==> config.mk <==
export PLATFORM = sky130hd
export DESIGN_NAME = serial_line_editor_command_match_core
export DESIGN_NICKNAME = d
export VERILOG_FILES = /design/src/design/slecm_pkg.sv /design/src/design/serial_line_editor_command_match_core.sv /design/src/design/slecm_front.sv /design/src/design/slecm_fifo.sv /design/src/design/slecm_back.sv
export SDC_FILE = /design/constraint.sdc
export NUM_CORES = 1
export LEC_CHECK = 0
export BUFFER_PORTS_ARGS = -buffer_cell sky130_fd_sc_hd__buf_2
export CAP_MARGIN = 15
export CORE_ASPECT_RATIO = 1.5
export CORE_MARGIN = 3
export CORE_UTILIZATION = 45
export DETAILED_ROUTE_END_ITERATION = 16
export SYNTH_ARGS = -nofsm -noshare
export SYNTH_HDL_FRONTEND = slang
export SYNTH_SLANG_ARGS = --single-unit
==> constraint.sdc <==
create_clock -name aclk -period 6.6 [get_ports aclk]
set_input_delay 0.66 -clock aclk [delete_from_list [all_inputs] [get_ports aclk]]
set_output_delay 0.66 -clock aclk [all_outputs]
set_load 0.02 [all_outputs]
==> src/design/slecm_pkg.sv <==
package slecm_pkg;

    localparam int LINE_CAPACITY = 29;
    localparam int LEN_W         = $clog2(LINE_CAPACITY + 1);
    localparam int CMD_LEN       = 3;
    localparam int CMD_IDX_W     = $clog2(CMD_LEN);

    // line break followed by the version banner, sent back to back
    localparam int MSG_LEN   = 29;
    localparam int MSG_IDX_W = $clog2(MSG_LEN);
    localparam int CRLF_LEN  = 2;

    localparam int FIFO_DEPTH = 4;
    localparam int FIFO_PTR_W = $clog2(FIFO_DEPTH);
    localparam int FIFO_CNT_W = $clog2(FIFO_DEPTH + 1);

    localparam logic [7:0] CH_BS = 8'h08;
    localparam logic [7:0] CH_CR = 8'h0D;
    localparam logic [7:0] CH_SP = 8'h20;

    localparam logic [6:0] CMD_LOWER [0:CMD_LEN-1] = '{7'h76, 7'h65, 7'h72};
    localparam logic [6:0] CMD_UPPER [0:CMD_LEN-1] = '{7'h56, 7'h45, 7'h52};

    typedef enum logic [1:0] {
        KIND_ECHO,
        KIND_CRLF,
        KIND_VERSION
    } kind_t;

    typedef struct packed {
        kind_t      kind;
        logic [6:0] chr;
    } cmd_t;

    function automatic logic [6:0] msg_byte(input logic [MSG_IDX_W-1:0] idx);
        logic [6:0] b;
        case (idx)
            5'd0:    b = 7'h0D;
            5'd1:    b = 7'h0A;
            5'd2:    b = 7'h0D;
            5'd3:    b = 7'h0A;
            5'd4:    b = 7'h53;
            5'd5:    b = 7'h6F;
            5'd6:    b = 7'h66;
            5'd7:    b = 7'h74;
            5'd8:    b = 7'h77;
            5'd9:    b = 7'h61;
            5'd10:   b = 7'h72;
            5'd11:   b = 7'h65;
            5'd12:   b = 7'h20;
            5'd13:   b = 7'h56;
            5'd14:   b = 7'h65;
            5'd15:   b = 7'h72;
            5'd16:   b = 7'h73;
            5'd17:   b = 7'h69;
            5'd18:   b = 7'h6F;
            5'd19:   b = 7'h6E;
            5'd20:   b = 7'h20;
            5'd21:   b = 7'h31;
            5'd22:   b = 7'h2E;
            5'd23:   b = 7'h30;
            5'd24:   b = 7'h30;
            5'd25:   b = 7'h0D;
            5'd26:   b = 7'h0A;
            5'd27:   b = 7'h0D;
            5'd28:   b = 7'h0A;
            default: b = 7'h00;
        endcase
        return b;
    endfunction

endpackage

==> src/design/serial_line_editor_command_match_core.sv <==
// Console line editor. Each received byte is accepted and edited into the line:
// printable bytes (0x20..0x7F) are echoed while the line holds fewer than 29
// characters, a backspace on a non-empty line is echoed, a carriage return answers
// CR LF and, when the line was exactly "ver" or "VER", the 27-byte version banner
// after it. Zero, high bytes and other control bytes give no output. The result
// sequencer sends one byte per cycle while the output is ready, from a four-entry
// command queue, so input is taken every cycle until that queue fills, as during a
// long banner or an output stall; tlast marks the final byte of each input byte's reply.
module serial_line_editor_command_match_core (
    input  logic       aclk,
    input  logic       aresetn,
    input  logic       s_axis_tvalid,
    output logic       s_axis_tready,
    input  logic [7:0] s_axis_tdata,   // [7:0] rx_byte
    output logic       m_axis_tvalid,
    input  logic       m_axis_tready,
    output logic [7:0] m_axis_tdata,   // [6:0] tx_byte, [7] zero
    output logic       m_axis_tlast    // last_of_run
);
    import slecm_pkg::*;

    logic full, push, pop, head_valid, rx_accept;
    cmd_t push_cmd, head_cmd;

    assign s_axis_tready = !full;
    assign rx_accept     = s_axis_tvalid && s_axis_tready;

    slecm_front u_front (
        .aclk      (aclk),
        .aresetn   (aresetn),
        .rx_accept (rx_accept),
        .rx_byte   (s_axis_tdata),
        .push      (push),
        .push_cmd  (push_cmd)
    );

    slecm_fifo u_fifo (
        .aclk       (aclk),
        .aresetn    (aresetn),
        .push       (push),
        .push_cmd   (push_cmd),
        .full       (full),
        .pop        (pop),
        .head_valid (head_valid),
        .head_cmd   (head_cmd)
    );

    slecm_back u_back (
        .aclk          (aclk),
        .aresetn       (aresetn),
        .head_valid    (head_valid),
        .head_cmd      (head_cmd),
        .pop           (pop),
        .m_axis_tvalid (m_axis_tvalid),
        .m_axis_tready (m_axis_tready),
        .m_axis_tdata  (m_axis_tdata),
        .m_axis_tlast  (m_axis_tlast)
    );

endmodule

==> src/design/slecm_front.sv <==
module slecm_front (
    input  logic                 aclk,
    input  logic                 aresetn,
    input  logic                 rx_accept,
    input  logic [7:0]           rx_byte,
    output logic                 push,
    output slecm_pkg::cmd_t      push_cmd
);
    import slecm_pkg::*;

    logic [LEN_W-1:0] line_len_reg, line_len_next;
    // only the leading characters can ever take part in a command match
    logic [6:0]       line_head_reg [0:CMD_LEN-1];
    logic             head_we;
    logic             is_lower, is_upper;

    always_comb begin
        is_lower = (line_len_reg == LEN_W'(CMD_LEN));
        is_upper = (line_len_reg == LEN_W'(CMD_LEN));
        for (int i = 0; i < CMD_LEN; i++) begin
            if (line_head_reg[i] != CMD_LOWER[i]) is_lower = 1'b0;
            if (line_head_reg[i] != CMD_UPPER[i]) is_upper = 1'b0;
        end
    end

    always_comb begin
        line_len_next = line_len_reg;
        push          = 1'b0;
        push_cmd.kind = KIND_ECHO;
        push_cmd.chr  = rx_byte[6:0];
        head_we       = 1'b0;
        if (rx_accept && rx_byte != 8'h00 && !rx_byte[7]) begin
            if (rx_byte == CH_BS) begin
                if (line_len_reg != '0) begin
                    line_len_next = line_len_reg - LEN_W'(1);
                    push          = 1'b1;
                end
            end else if (rx_byte >= CH_SP) begin
                if (line_len_reg < LEN_W'(LINE_CAPACITY)) begin
                    line_len_next = line_len_reg + LEN_W'(1);
                    push          = 1'b1;
                    head_we       = (line_len_reg < LEN_W'(CMD_LEN));
                end
            end else if (rx_byte == CH_CR) begin
                line_len_next = '0;
                push          = 1'b1;
                push_cmd.kind = (is_lower || is_upper) ? KIND_VERSION : KIND_CRLF;
            end
        end
    end

    always_ff @(posedge aclk) begin
        if (!aresetn) begin
            line_len_reg <= '0;
        end else begin
            line_len_reg <= line_len_next;
        end
    end

    always_ff @(posedge aclk) begin
        if (head_we) begin
            line_head_reg[line_len_reg[CMD_IDX_W-1:0]] <= rx_byte[6:0];
        end
    end

endmodule

==> src/design/slecm_fifo.sv <==
module slecm_fifo (
    input  logic            aclk,
    input  logic            aresetn,
    input  logic            push,
    input  slecm_pkg::cmd_t push_cmd,
    output logic            full,
    input  logic            pop,
    output logic            head_valid,
    output slecm_pkg::cmd_t head_cmd
);
    import slecm_pkg::*;

    cmd_t                  entry_reg [0:FIFO_DEPTH-1];
    logic [FIFO_PTR_W-1:0] wr_ptr_reg, wr_ptr_next;
    logic [FIFO_PTR_W-1:0] rd_ptr_reg, rd_ptr_next;
    logic [FIFO_CNT_W-1:0] count_reg, count_next;
    logic                  do_pop;

    assign full       = (count_reg == FIFO_CNT_W'(FIFO_DEPTH));
    assign head_valid = (count_reg != '0);
    assign head_cmd   = entry_reg[rd_ptr_reg];
    assign do_pop     = pop && head_valid;

    always_comb begin
        wr_ptr_next = push   ? wr_ptr_reg + FIFO_PTR_W'(1) : wr_ptr_reg;
        rd_ptr_next = do_pop ? rd_ptr_reg + FIFO_PTR_W'(1) : rd_ptr_reg;
        count_next  = count_reg;
        if (push && !do_pop) begin
            count_next = count_reg + FIFO_CNT_W'(1);
        end else if (!push && do_pop) begin
            count_next = count_reg - FIFO_CNT_W'(1);
        end
    end

    always_ff @(posedge aclk) begin
        if (!aresetn) begin
            wr_ptr_reg <= '0;
            rd_ptr_reg <= '0;
            count_reg  <= '0;
        end else begin
            wr_ptr_reg <= wr_ptr_next;
            rd_ptr_reg <= rd_ptr_next;
            count_reg  <= count_next;
        end
    end

    always_ff @(posedge aclk) begin
        if (push) begin
            entry_reg[wr_ptr_reg] <= push_cmd;
        end
    end

endmodule

==> src/design/slecm_back.sv <==
module slecm_back (
    input  logic            aclk,
    input  logic            aresetn,
    input  logic            head_valid,
    input  slecm_pkg::cmd_t head_cmd,
    output logic            pop,
    output logic            m_axis_tvalid,
    input  logic            m_axis_tready,
    output logic [7:0]      m_axis_tdata,
    output logic            m_axis_tlast
);
    import slecm_pkg::*;

    logic                 active_reg, active_next;
    cmd_t                 cur_cmd_reg, cur_cmd_next;
    logic [MSG_IDX_W-1:0] idx_reg, idx_next;
    logic                 out_valid_reg, out_valid_next;
    logic [6:0]           out_byte_reg, out_byte_next;
    logic                 out_last_reg, out_last_next;

    cmd_t                 cur_cmd;
    logic [MSG_IDX_W-1:0] cur_idx;
    logic                 cur_valid, load, cur_last;

    // a command in progress takes priority over the queue head
    assign cur_valid = active_reg || head_valid;
    assign cur_cmd   = active_reg ? cur_cmd_reg : head_cmd;
    assign cur_idx   = active_reg ? idx_reg : '0;
    assign load      = cur_valid && (!out_valid_reg || m_axis_tready);
    assign pop       = load && !active_reg;

    always_comb begin
        case (cur_cmd.kind)
            KIND_ECHO:    cur_last = 1'b1;
            KIND_CRLF:    cur_last = (cur_idx == MSG_IDX_W'(CRLF_LEN - 1));
            KIND_VERSION: cur_last = (cur_idx == MSG_IDX_W'(MSG_LEN - 1));
            default:      cur_last = 1'b1;
        endcase
    end

    always_comb begin
        active_next    = active_reg;
        cur_cmd_next   = cur_cmd_reg;
        idx_next       = idx_reg;
        out_valid_next = out_valid_reg && !m_axis_tready;
        out_byte_next  = out_byte_reg;
        out_last_next  = out_last_reg;
        if (load) begin
            out_valid_next = 1'b1;
            out_byte_next  = (cur_cmd.kind == KIND_ECHO) ? cur_cmd.chr : msg_byte(cur_idx);
            out_last_next  = cur_last;
            active_next    = !cur_last;
            cur_cmd_next   = cur_cmd;
            idx_next       = cur_idx + MSG_IDX_W'(1);
        end
    end

    always_ff @(posedge aclk) begin
        if (!aresetn) begin
            active_reg    <= 1'b0;
            out_valid_reg <= 1'b0;
        end else begin
            active_reg    <= active_next;
            out_valid_reg <= out_valid_next;
        end
    end

    always_ff @(posedge aclk) begin
        cur_cmd_reg  <= cur_cmd_next;
        idx_reg      <= idx_next;
        out_byte_reg <= out_byte_next;
        out_last_reg <= out_last_next;
    end

    assign m_axis_tvalid = out_valid_reg;
    assign m_axis_tdata  = {1'b0, out_byte_reg};
    assign m_axis_tlast  = out_last_reg;

endmodule
After elaboration in Yosys (flattened, before gate mapping)
Memories as Yosys holds them, arrays and structs flattened. A register that Yosys moved wholly into a read port is not among the register bits.
Index checks and enable logic that the tools add are counted.
{ "word_totals": {"memories": 3, "mem_bits_ro": 224, "regBits": 36, "ram_bits": 57, "word_cells": 106} }
{ "classes": {"n_addsub": 7, "reduce_logical": 27, "n_mux": 39, "eq_ne": 16, "magnitude_cmp": 3} }
{ "memory_table": {"columns": ["name", "depth", "word_bits", "read_ports", "rd_ports_with_merged_regs", "wr", "line_no", "source"], "rows": [
  ["(name not given)", 32, 7, 1, 0, 0, "slecm_pkg.sv:37", "case (idx)"],
  ["u_fifo.entry_reg", 4, 9, 1, 1, 1, "slecm_fifo.sv:13", "cmd_t entry_reg [0:FIFO_DEPTH-1];"],
  ["u_front.line_head_reg", 3, 7, 3, 0, 1, "slecm_front.sv:13", "logic [6:0] line_head_reg [0:CMD_LEN-1];"]
]} }
{ "op_table": {"columns": ["op", "n"], "rows": [
  ["7-bit inequality test, second input constant", 6],
  ["5-bit two-way mux", 6],
  ["1-bit two-way mux", 21],
  ["8-bit by 4-bit == test with 1-bit output, second input constant", 2],
  ["2-bit two-way mux", 7],
  ["5-bit by 1-bit adder with 5-bit output, second input constant", 2],
  ["1-bit logical AND", 9],
  ["9-bit two-way mux", 1],
  ["8-bit by 6-bit greater-or-equal comparator with 1-bit output, second input constant", 1],
  ["1-bit logical NOT", 8],
  ["8-bit nonzero test", 1],
  ["7-bit two-way mux", 1],
  ["3-bit two-way mux", 2],
  ["3-bit nonzero test", 2],
  ["5-bit by 1-bit == test with 1-bit output, second input constant", 1],
  ["5-bit by 2-bit == test with 1-bit output, second input constant", 1],
  ["5-bit == test, second input constant", 1],
  ["5-bit by 2-bit < comparator with 1-bit output, second input constant", 1],
  ["5-bit < comparator, second input constant", 1],
  ["5-bit nonzero test", 1],
  ["5-bit by 1-bit subtractor with 5-bit output, second input constant", 1],
  ["2-bit by 1-bit adder with 2-bit output, second input constant", 2],
  ["4-bit AND reduction", 1],
  ["3-bit by 1-bit adder with 3-bit output, second input constant", 1],
  ["other kinds (10)", 12]
]} }

Logic depth before layout (Yosys ltp)
Gate-level depths: netlist (run 1).
An unclocked memory read counts as a cell.
{ "depth": {"depth_word": 11, "mapped_depth": 12, "mapped_depth_nobuf": 11} }

Cells and area by module
Synthesis (run 1) repeated with hierarchy kept, for this count alone.
{ "unflattened": {"hier_cells": 342, "area_unflattened_um2": 4636.9} }
{ "modules_own_cells": {"columns": ["mod", "area_each_um2", "cells_each", "instances"], "rows": [
  ["slecm_fifo", 1770.4, 90, 1],
  ["slecm_back", 1510.2, 136, 1],
  ["slecm_front", 1346.3, 114, 1],
  ["serial_line_editor_command_match_core", 10.0, 2, 1]
]} }

Least setup slack after synthesis (run 1)
OpenSTA, ideal clock, no wires.
{ "synth_timing": {"path_type": "input to register", "startpoint": "in s_axis_tdata[5]", "endpoint": "reg u_fifo.count_reg[2]", "t_arrival_ps": 2886, "slack_ps": 3639, "path_stages": 10, "path_cell_list": "nor3_4 > nand4_4 > a221oi_4 > buf_6 > ha_1 > inv_1 > fa_1 > xor2_1 > or3_1 > a21boi_0"} }
{ "synth_via": {"elab_chain_len": 8, "elab_cells_between_ends": 15, "cone_classes": "1 x order compare; 2 x eq/ne; 5 x mux; 7 x reduce/logical"} }
{ "synth_rtl": {"columns": ["element", "line_no", "source"], "rows": [
  ["from (decl)", "serial_line_editor_command_match_core.sv:14", "input logic [7:0] s_axis_tdata,"],
  ["parallel branches: the longest is 4 deep, another holds 8-bit by 6-bit greater-or-equal comparator with 1-bit output", null, null],
  ["1-bit two-way mux *", "slecm_front.sv:32", "if (rx_accept && rx_byte != 8'h00 && !rx_byte[7]) begin"],
  ["named net push", "serial_line_editor_command_match_core.sv:22", "logic full, push, pop, head_valid, rx_accept;"],
  ["1-bit logical NOT", "slecm_fifo.sv:30", "end else if (!push && do_pop) begin"],
  ["1-bit logical AND", "slecm_fifo.sv:30", null],
  ["2-bit nonzero test (no line)", null, null],
  ["to (signal assigned)", "slecm_fifo.sv:43", "count_reg <= count_next;"],
  ["to (decl)", "slecm_fifo.sv:16", "logic [FIFO_CNT_W-1:0] count_reg, count_next;"]
]} }
Mark *: on every way through the listed nets, which the timed path passes.
A chain may end at the register's enable or synchronous reset.

Final worst setup path (run 1)
{ "layout_timing": {"startpoint": "reg u_front.line_len_reg[0]", "endpoint": "reg u_fifo.count_reg[2]"} }
{ "layout_via": {"elab_chain_len": 8, "elab_cells_between_ends": 12, "cone_classes": "1 x order compare; 6 x mux; 5 x reduce/logical"} }
{ "layout_rtl": {"columns": ["element", "line_no", "source"], "rows": [
  ["from (decl)", "slecm_front.sv:11", "logic [LEN_W-1:0] line_len_reg, line_len_next;"],
  ["from (signal assigned)", "slecm_front.sv:56", "line_len_reg <= line_len_next;"],
  ["5-bit < comparator", "slecm_front.sv:39", "if (line_len_reg < LEN_W'(LINE_CAPACITY)) begin"],
  ["1-bit two-way mux", "slecm_front.sv:39", null],
  ["1-bit two-way mux", "slecm_front.sv:38", "end else if (rx_byte >= CH_SP) begin"],
  ["1-bit two-way mux *", "slecm_front.sv:33", "if (rx_byte == CH_BS) begin"],
  ["1-bit two-way mux *", "slecm_front.sv:32", null],
  ["1-bit logical NOT", "slecm_fifo.sv:30", null],
  ["1-bit logical AND", "slecm_fifo.sv:30", null],
  ["2-bit nonzero test (no line)", null, null]
]} }
Mark *: on every way between the ends. The rest lies on a longest branch, timed or not.

==> summary.md, run 1 <==
| Metric | Value |
|---|---|
| Min Tclk post-route | 3.203 ns |
| Hold buffer count at CTS | 0 |
| Crit path required time | 6.86 ns |
| Postcts setup bufs | 0 |
| Most common cell in the synthesized netlist | edfxtp_1 |
| FP Rows | 44 |
| Synth top cells by count | edfxtp_1, nand2_1, ha_1 |
| CTS tree | built |
| First-pass GRT wire length | 12.92 mm |
| Nets | 388 |
| Comb power frac | 0.280 |
| Via count | 2660 |
| WL per Instance | 16.63 um |
| Outcome | completed |
| CTS clk-pin slew, worst paths | 0.06 ns |
| Core region area | 9744 um^2 |
| Internal | 1308 uW |
| Clock Sinks | 95 |
| Worst-Skew Late Latency | 0.33 ns |
| Register bit total from synthesis | 95 |
| Top layer in use | met4 |
| Main area contributors after synthesis | edfxtp_1, dfxtp_1, ha_1 |
| Diode count | 0 |
| Remaining routing DRC violations | 0 |
| Port bufs | 21 |
| Worst hold margin | 0.5150 ns |
| Sequential power share | 0.478 |
| Max VDD drop | 228.8 uV |
| Final Non-Filler Cells | between 400 and 500 |
| Largest fanout on the critical path | 16 |
| Area leader, netlist | edfxtp_1 |
| Slew HR | 0.4270 |
| Post-synth EDFFs | 79 |
| Resized cells post-CTS | 0 |
| Total GRT Usage | 0.1503 |
| DR iter-0 viols | 99 |
| Unrepaired setup endpoints after global routing | no |
| Largest register FFs | 36 |
| Worst-Margin Slew | 0.8584 ns |
| Critical path launch point type | register |
| Width of the die | 88.02 um |
| Die area | 11360 um^2 |
| Routed wl met2 | 4.256 mm |
| Max Slew Vio Count | 0 |
| DRT Pass-1 Iters | 4 |
| WL met3 | 221 um |
| Max_cap viols | 0 |
| GR Overflow Total | 0 |
| Sequential fraction of the synthesis area | 0.5930 |
| Fraction of registers with async set/reset | 0 |
| Setup violators final | 0 |
| Layout area overhead | 10.31% |
| Total of warnings raised by yosys | 0 |
| GP Congestion | 0.8847 |
| CP Data Arrival Time | around 3.5 ns |
| Leak | 0.001785 uW |
| Layout cell share with drive strength beyond 1 | 0.1755 |
| Vias in the first global route | 2571 |
| H-Tree Depth | 3 |
| Switch share | 0.3234 |
| Power per cell area | 386.0 nW/um^2 |
| CP endpoint kind | register |
| Initial antenna violation count | 0 |
| Final Hold Fails | 0 |
| WL met1 | 3.249 mm |
| # IOs | 23 |
| Kind of path behind the tightest hold check | register to register |
| Placed Instances | around 460 |
| ANT nets after route | 0 |
| Clock Power Share | 0.243 |
| DP HPWL | 5.490 mm |
| Die Y-Extent | 129.0 um |
| Initial Utilization | 0.4660 |
| Average size of a mapped cell | 13.47 um^2 |
| Mapped Cells | between 300 and 400 |
| Deepest clock path buffer count | 2 |
| Post-synth top flop | edfxtp_1 |
| Largest net degree at the start of global routing | 26 |
| CTS Buf Count | 9 |
| Fin crit share | 0.4853 |
| Mapped cell area | about 4500 um^2 |
| Max Clock Freq | 312.2 MHz |
| Total Wirelength | 7.881 mm |
| Crit path kind | register to register |
| # fillers | between 800 and 900 |
| Unique masters post-synth | 62 |
| Net Count, Synth | 371 |
| Clock skew | 0.008243 ns |
| Post-synth top area share | 0.5225 |
| Final setup TNS | 0 ns |
| Root buffer cell | clkbuf_16 |
| Switching power total | 625.2 uW |
| Via density | 5.612 |
worst max-delay path, cell delays in order, from the launching register on:
cell and delay, ns:
dfxtp_1 0.51, inv_1 0.14, ha_1 0.24, inv_1 0.05, o21ai_0 0.13, a221oi_4 0.69, ha_1 0.31, inv_1 0.06
fa_1 0.38, xor2_1 0.16, or3_1 0.30, a21boi_0 0.16
cell families after synthesis:
| logic type | count (synthesis) | synth area share |
|---|---|---|
| multiplexers | 23 | 0.07743 |
| buffers and inverters | 30 | 0.02976 |
| flip-flops | 95 | 0.5930 |
| AO/OA/AOI/OAI | 61 | 0.09424 |
| adder cells (fa/ha/maj) | 22 | 0.06228 |
| other | 1 | 0.0008259 |
| AND/OR/NAND/NOR | 96 | 0.1251 |
| XOR/XNOR | 9 | 0.01736 |
cell type report:
cell class / instances / area (um^2) / share of cell area
Clock buffer: 10 / 229.0 / 0.04572
Timing Repair Buffer: 22 / 132.6 / 0.02648
Tap cell: 115 / 143.9 / 0.02873
Multi-Input combinational cell: 212 / 1715 / 0.3425
Sequential cell: 95 / 2693 / 0.5376
Clock inverter: 6 / 42.54 / 0.008494
Inverter: 14 / 52.55 / 0.01049
metal layers:
metal | global-route usage | vias to the layer above
li1 | - | 1305
met1 | 0.1771 | 1305
met2 | 0.2642 | 39
met3 | 0.03244 | 11
met4 | 0.06050 | 0
met5 | 0 | -
through the flow:
stage / total power (uW) / setup WS (ns) / utilization / instance area [um^2]
floorplan: 1315 / 3.639 / - / 4541
global placement: 1456 / 3.232 / 0.4833 / 4710
detailed placement: 1461 / 3.126 / 0.4833 / 4710
CTS: 1934 / 3.376 / 0.5112 / 4981
global route: 2065 / 3.083 / 0.5140 / 5009
finish: 1933 / 3.397 / 0.5140 / 5009
power by group through the flow:
stage	clock (uW)	combinational, uW	sequential (uW)
floorplan	0	423	892
global placement	0	516	940
detailed placement	0	521	941
CTS	481	525	928
global route	506	611	948
finish	469	541	923
final timing paths:
check / start / slack, ns / cells after the start / endpoint
worst max-delay path: u_front.line_len_reg[0] / 3.40 / 11 / u_fifo.count_reg[2]
worst max register to register: u_front.line_len_reg[0] / 3.40 / 11 / u_fifo.count_reg[2]
worst min-delay path: u_back.m_axis_tvalid / 0.51 / 2 / u_back.active_reg
worst min register to register: u_back.m_axis_tvalid / 0.51 / 2 / u_back.active_reg
cells in the final DEF, fill, tap and decap left out, drive strengths merged, types with 2 or more instances in the layout:
cell,n
a2111oi,2
a211oi,3
a21boi,2
a21o,2
a21oi,12
a31oi,4
and2,15
and4,2
buf,22
clkbuf,10
clkinv,3
dfxtp,16
edfxtp,79
ha,21
inv,16
mux2,7
mux2i,7
mux4,9
nand2,23
nand2b,5
nand3,10
nand4,2
nand4b,3
nor2,10
nor2b,5
nor3,5
nor4,3
nor4bb,2
o2111ai,2
o211a,2
o211ai,4
o21a,2
o21ai,17
o221ai,2
o31ai,2
or3,4
xnor2,7
xor2,2
Note: power is estimated with default switching activity, not from simulation.
==> run 2, diff against run 1 <==
- clock period: 6.6 -> 2.7 ns (I/O delays scaled with it)
==> summary.md, run 2 (synthesized netlist as in run 1, its figures left out) <==
| Metric | Value |
|---|---|
| Slew HR | 0.5147 (+0.08775) |
| WL per Instance | 16.90 um (+1.6%) |
| Root buffer cell | clkbuf_16 |
| H-Tree Depth | 3 (unchanged) |
| Power per cell area | 956.5 nW/um^2 (+150%) |
| Clock skew | 0.005423 ns (-0.002820 ns) |
| # fillers | 848 (+0.36%) |
| Critical path launch point type | register |
| Worst-Skew Late Latency | 0.34 ns (about the same) |
| Max_cap viols | 0 (unchanged) |
| Setup violators final | 0 (unchanged) |
| Crit-path cells | buf_4, o2111ai_1, nand2_1, a221oi_4, ha_1, inv_1, fa_1, xor2_1, or3_1, a21boi_1 |
| Layout cell share with drive strength beyond 1 | 0.2187 (+0.04318) |
| Final Hold Fails | 0 (unchanged) |
| Critical Path Source | u_front.line_len_reg[1] |
| Largest fanout on the critical path | 6 (-10) |
| Flop2flop setup slack | 0.25 ns (-3.15 ns) |
| Total GRT Usage | 0.1593 (+0.008997) |
| FP Rows | 44 (unchanged) |
| DRT Pass-1 Iters | 4 (unchanged) |
| GP Congestion | 0.8530 (-3.6%) |
| CP max-delay cell | fa_1 |
| Worst r2r src | u_front.line_len_reg[1] |
| Most common cell after layout, fill and taps aside | edfxtp_1 |
| Layout area overhead | 13.56% |
| Deepest clock path buffer count | 2 (unchanged) |
| Total Wirelength | 8.279 mm (+5.1%) |
| Max Slew Vio Count | 0 (unchanged) |
| Unrepaired setup endpoints after global routing | no |
| CTS tree | built |
| Final Non-Filler Cells | 490 (+3.4%) |
| CP Data Arrival Time | 2.72 ns (-0.74 ns) |
| CTS clk-pin slew, worst paths | 0.07 ns (about the same) |
| # IOs | 23 (unchanged) |
| Final setup TNS | 0 ns (unchanged) |
| Outcome | completed |
| GR Overflow Total | 0 (unchanged) |
| Crit path required time | 2.96 ns (-3.90 ns) |
| Vias in the first global route | 2725 (+6.0%) |
| Buf+Inv Stages, Crit Path | 2 (-1) |
| Most frequent cells in the layout | edfxtp_1, nand2_1, ha_1, buf_2 |
| Clock Sinks | 95 (unchanged) |
| Sequential cell area | 2694 um^2 (about the same) |
| Placed Instances | 474 (+3.7%) |
| ANT nets after route | 0 (unchanged) |
| Core region area | 9744 um^2 (unchanged) |
| Largest register FFs | 36 (unchanged) |
| Multi-input gate area | 1715 um^2 (unchanged) |
| Min Tclk post-route | 2.452 ns (-0.7509 ns) |
| Kind of path behind the tightest hold check | input pin to register |
| Leak | 0.001888 uW (+5.8%) |
| CP peak stage delay | 0.37 ns (-0.32 ns) |
| Nets | 404 (+4.1%) |
| Worst-Margin Slew | 0.7279 ns (-0.1305 ns) |
| Crit path kind | register to register |
| Postcts setup bufs | 0 (unchanged) |
| Die area | 11360 um^2 (unchanged) |
| Fin crit share | 0.9081 (+0.4228) |
| Initial antenna violation count | 0 (unchanged) |
| DP HPWL | 5.923 mm (+7.9%) |
| Max Clock Freq | 407.8 MHz (+31%) |
| Max VDD drop | 647.3 uV (+180%) |
| DR iter-0 viols | 104 (+5.1%) |
| Via count | 2719 (+2.2%) |
| Diode count | 0 (unchanged) |
| Port bufs | 21 (unchanged) |
| First-pass GRT wire length | 13.65 mm (+5.6%) |
| Die Y-Extent | 129.0 um (unchanged) |
| Largest net degree at the start of global routing | 26 (unchanged) |
| CTS Buf Count | 9 (unchanged) |
| CP endpoint kind | register |
| Via density | 5.549 (-1.1%) |
| Width of the die | 88.02 um (unchanged) |
| Cell family with most CP delay | compound AO/OA/AOI/OAI gates |
| Remaining routing DRC violations | 0 (unchanged) |
| Design Power | 4932 uW (+160%) |
| Hold path start | m_axis_tready |
| Initial Utilization | 0.4660 (unchanged) |
[run 2: changes by cell type in the layout (fill, tap and decap cells not counted), sizes merged]
| cell | delta |
|---|---|
| bufinv | +1 |
| clkinv | -2 |
| clkbuf | -1 |
| inv | +3 |
| clkinvlp | -1 |
| buf | +16 |
[run 2: final cells by class]
type	count	share of cell area
Multi-Input combinational cell	212	0.3327
Clock inverter	7	0.01796
Clock buffer	9	0.04368
Timing Repair Buffer	38	0.04513
Inverter	14	0.01019
Tap cell	115	0.02791
Sequential cell	95	0.5224
[run 2: repair_timing]
item	in CTS	in global routing
resized for setup	0	1
hold buffers	0	0
endpoints found under the setup margin	0	1
[run 2: layer usage]
layer  part of all wire  GRT usage  vias to the layer above
met4              0.027    0.07295                        0
met5                  0          0                        -
li1                   -          -                     1338
met3              0.025    0.03053                       17
met1               0.41     0.1892                     1313
met2               0.54     0.2766                       51
[run 2: worst paths after layout]
kind / endpoint / cells after the start
setup reg to reg: u_fifo.count_reg[2] / 10
hold reg to reg: u_back.active_reg / 2
setup / recovery: u_fifo.count_reg[2] / 10
hold / removal: u_back.active_reg / 3
[run 2: worst min-delay path, stage by stage]
cell	delay (ns)
buf_2	0.08
nand2b_1	0.12
a21oi_1	0.06
[run 2: metrics by stage]
step,instance area (um^2),utilization,hold WS (ns),setup WS [ns]
floorplan,4542,-,0.3689,0.01662
global placement,4838,0.4965,0.5054,0.2157
detailed placement,4838,0.4965,0.5085,0.1026
CTS,5156,0.5291,0.2374,0.1926
global route,5156,0.5291,0.2657,0.06683
finish,5156,0.5291,0.2401,0.2481
[run 2: report_power, final]
| part | total (uW) | leakage [uW] | switching [uW] | internal (uW) |
|---|---|---|---|---|
| Sequential | 2160 | 0.000864 | 206 | 1950 |
| Combinational | 1450 | 0.000867 | 826 | 624 |
| Clock | 1320 | 0.000158 | 574 | 749 |
| Total | 4930 | 0.00189 | 1610 | 3330 |
